==> src/design/lfpg_mul.sv <==
// Shared 32 by 32 bit multiplier with a registered product.
// Depends on nothing; the sequencer builds wider products from it.
module lfpg_mul
(
    input  logic        clk,
    input  logic [31:0] a,
    input  logic [31:0] b,
    output logic [63:0] p
);

    logic [63:0] p_reg;

    always_ff @(posedge clk)
    begin
        p_reg <= a * b;
    end

    assign p = p_reg;

endmodule

==> config.mk <==
export PLATFORM = sky130hd
export DESIGN_NAME = lfpg_mul
export DESIGN_NICKNAME = d
export VERILOG_FILES = /design/src/design/lfpg_mul.sv
export SDC_FILE = /design/constraint.sdc
export NUM_CORES = 2
export LEC_CHECK = 0
export ABC_AREA = 1
export CORE_UTILIZATION = 55
export DETAILED_ROUTE_END_ITERATION = 10
export DONT_BUFFER_PORTS = 1
export GPL_TIMING_DRIVEN = 0
export PLACE_DENSITY_LB_ADDON = 0.25
export RECOVER_POWER = 50
export SETUP_SLACK_MARGIN = 0.1
export SLEW_MARGIN = 10
export SYNTH_ARGS = -nofsm -noshare
export SYNTH_HDL_FRONTEND = slang
export SYNTH_SLANG_ARGS = --single-unit
==> constraint.sdc <==
create_clock -name clk -period 5.9 [get_ports clk]
set_input_delay 0 -clock clk [delete_from_list [all_inputs] [get_ports clk]]
set_output_delay 0 -clock clk [all_outputs]
set_load 0.01 [all_outputs]
# == Yosys cells after proc, flatten, opt, wreduce, memory -nomap -nowiden ==
# Cells that the tools add are included.
# classes
multipliers,1
# ops
cell,count
$mul A32 B32 Y64,1
# totals
reg_bits,64

# == Depth between registers and ports, before layout ==
# depth
depth_word,1
mapped_depth,30

# == Worst setup path after synthesis ==
# No wires, ideal clock.
# synth_path
path_kind,input -> register
from,in a[25]
to,reg p_reg[60] (netlist: p[60])
setup_ps,112
t_arrival_ps,5702
required_time_ps,5788
slack_ps,86
stages,26
cell_sequence,clkbuf_1 nand2_1 fa_1 inv_1 fa_1 inv_1 fa_1 inv_1 fa_1 fa_1 fa_1 fa_1 inv_1 fa_1 inv_1 ha_1 nand2_1 nand2_1 a21oi_1 nand2_1 nand2_1 nand2_1 a21oi_1 nand2_1 nand2_1 nand2_1
# synth_between
elab_chain_len,1
# synth_rtl
element,line_no,text
from (decl),6,"input logic [31:0] a,"
$mul A32 B32 Y64,15,p_reg <= a * b;
to (signal assigned),15,
to (decl),11,logic [63:0] p_reg;
# No other way between the ends.

# == Worst setup path after layout ==
# layout_path
from,in a[8]
to,reg p_reg[60] (netlist: p[60])
# Same word-level chain as after synthesis.

==> results by group <==
Clock tree
  – Clk root buf: clkbuf_16
  – Clock slew at reported path FFs: 0.06 ns
  – CTS Sinks: 64
  – TritonCTS clock tree: yes
  – CTS Buffer Depth: 2
  – H-tree Lvls: 3
  – Num CTS Buffers: 9

Floorplanning
  – Die X-Extent: 263 um
  – Core area: a little under 0.07 sq mm
  – I/O pin count: 129
  – Initial cell density of the core: 0.556
  – Die area: about 0.069 sq mm
  – Die height: 263 um
  – # rows: between 90 and 100

Synthesis
  – XOR/XNOR Fraction of Synth Area: 0.00820
  – Register area share after synthesis: 0.0343
  – Mux share of post-synthesis cell area: 0
  – Post-synthesis register bit count: 64
  – Syn Inst Count: roughly 5,000
  – Syn_nets: roughly 6,200
  – Synth unique cells: 23
  – Synth warn: 0
  – Complex-gate fraction of the synthesized area: 0.00853
  – Syn avg cell area: 7.45 sq um
  – Main combinational cell family by area after synthesis: adder cells
  – Post-Synth Simple-Gate Area: 0.188
  – Post-Synth Adder-Cell Area: 0.568
  – Mapped Area: between 0.03 and 0.04 sq mm

STA
  – Worst slew pin tran: 0.839 ns
  – Final Cycle Share: 0.984
  – Final hold violation count: 0
  – Max Slew Vio Count: 0
  – Fin crit period: a little under 6 ns
  – Highest Clock Rate: 172 MHz
  – Post-route setup slack: 0.0964 ns
  – Rel. slew slack: 0.440
  – Final setup fails: 0
  – RSZ-0062 raised after global routing: yes

Worst setup path
  – Critical path capture point type: flop
  – CP Max Fanout: 5
  – Setup crit start kind: primary input
  – Setup Crit Path Kind: in -> reg
  – CP required: 6.12 ns
  – Crit path arrival time: 6.02 ns

Global routing
  – Largest net degree at the start of global routing: 12
  – Initial antenna violation count: 3
  – Vias in the first global route: 32,427
  – Remaining global-route overflow: 0
  – First-pass GRT wire length: 199,000 um
  – Total Routing Usage GR: 0.396

Min path
  – Hold EP: p[2]
  – Min-delay src: b[1]
  – Hold Path Stages: 5
  – Worst Hold Class: in -> reg

Route
  – Initial drt markers: 2,966
  – Routed Antenna Nets: 0
  – DR DRC count: 0
  – Total Wirelength: 134,000 um
  – WL/cell: 22.5 um
  – DR vias: 31,613
  – Vias per cell: 5.30
  – Initial DRT Pass Iterations: 6

Finish
  – Fin nets: 6,309
  – Max FFs per register: 64
  – Layout cells sized above 1: 0.133
  – Final Non-Filler Cells: slightly below 6,000
  – Area growth syn-to-layout: 13.3%

Placed design
  – RD Place Congestion: 1.09
  – DP HPWL: roughly 110,000 um
  – Placed cells: just under 6,000
  – Port-buffer cells: 0
  – Setup WS pre-CTS: -1.17 ns

Flow run
  – Max cap viols: 0

Outcome
  – Status: complete, no violations
repair_timing:
| action | in CTS | in global routing |
|---|---|---|
| hold buffers | 2 | 0 |
| buffers inserted | 16 | 33 |
| endpoints found under the setup margin | 47 | 46 |
| endpoints found under the hold margin | 2 | 0 |
| pin swaps | 86 | 167 |
| gates resized for setup | 563 | 522 |
routing by layer:
layer	wire [um]	track usage	vias up
met4	10600	0.244	0
met1	47700	0.487	15645
met5	0	0	-
li1	-	-	13774
met2	59100	0.613	1740
met3	16800	0.120	454
final cells by class:
class / instances / area, sq um
Clock inverter: 6 / 60.1
Inverter: 1735 / 6520
Clock buffer: 10 / 229
Multi-Input combinational cell: 3032 / 30400
Sequential cell: 64 / 1280
Tap cell: 873 / 1090
Timing Repair Buffer: 51 / 433
Antenna cell: 2 / 5.00
Fill cell: 5996 / 24900
Buffer: 192 / 2360
synth_stat cells:
library cell  instances  area (sq um)
inv_1              1723          6470
nand2_1            1566          5880
fa_1                896         17900
ha_1                263          3290
clkbuf_1            192           721
nor2_1               81           304
dfxtp_1              64          1280
nand3_1              56           280
a21oi_1              43           215
xor2_1               33           289
nand4_1              16           100
nand2_2              15          93.8
nor2_2               14          87.6
inv_2                12          45.0
nor3_1               11          55.1
o21bai_1             11          82.6
nand3_2               9          90.1
nor2_4                6          67.6
nor3_2                6          60.1
o21ai_0               2          10.0
xnor2_1               2          17.5
nor3_4                1          16.3
o21bai_2              1          11.3
cells by family after synthesis:
logic type	count (synthesis)
adder cells (fa/ha/maj)	1159
XOR/XNOR	35
buffers and inverters	1927
AO/OA/AOI/OAI	57
flip-flops	64
AND/OR/NAND/NOR	1781
stage by stage:
step	area [sq um]	utilization	hold WS [ns]	TNS, ns
2_1_floorplan	37400	-	0.0976	0
3_3_place_gp	38500	0.572	0.105	-45.63
3_5_place_dp	38500	0.572	0.121	-44.92
4_1_cts	40800	0.606	0.177	0
5_1_grt	42400	0.630	0.190	0
6_report	42400	0.630	0.185	0
worst max-delay path by stage:
stage,startpoint,to
finish,a[8],p[60]
global route,b[17],p[59]
CTS,b[3],p[56]
detailed placement,a[16],p[47]
global placement,a[16],p[47]
floorplan,a[24],p[60]
worst max-delay path: stages:
cell and delay, ns:
clkbuf_16 0.15, nand2_4 0.05, inv_2 0.03, fa_1 0.57
inv_2 0.05, fa_1 0.52, inv_1 0.05, fa_1 0.49
inv_1 0.06, fa_1 0.49, inv_2 0.05, fa_1 0.59
fa_2 0.47, fa_2 0.64, fa_2 0.51, ha_4 0.35
nand2_4 0.08, nor2_4 0.15, inv_4 0.07, nor3_2 0.16
nand2_1 0.09, nand2_2 0.16, nand2_2 0.08, nand3_1 0.08
nand2_1 0.07
cell usage in the layout (no fill, tap or decap), types with 32 or more instances in the layout:
cell type / instances
ha_1: 230
nor2_1: 51
fa_1: 836
nand2_2: 121
nand2_1: 1425
clkbuf_4: 32
inv_2: 65
nand3_1: 44
nor2_4: 38
nand2_4: 35
fa_2: 60
inv_1: 1667
dfxtp_1: 64
buf_4: 62
Power is left out: the tool's default activity adds up to more than one toggle a clock period on the data nets, which glitch-free logic cannot reach.
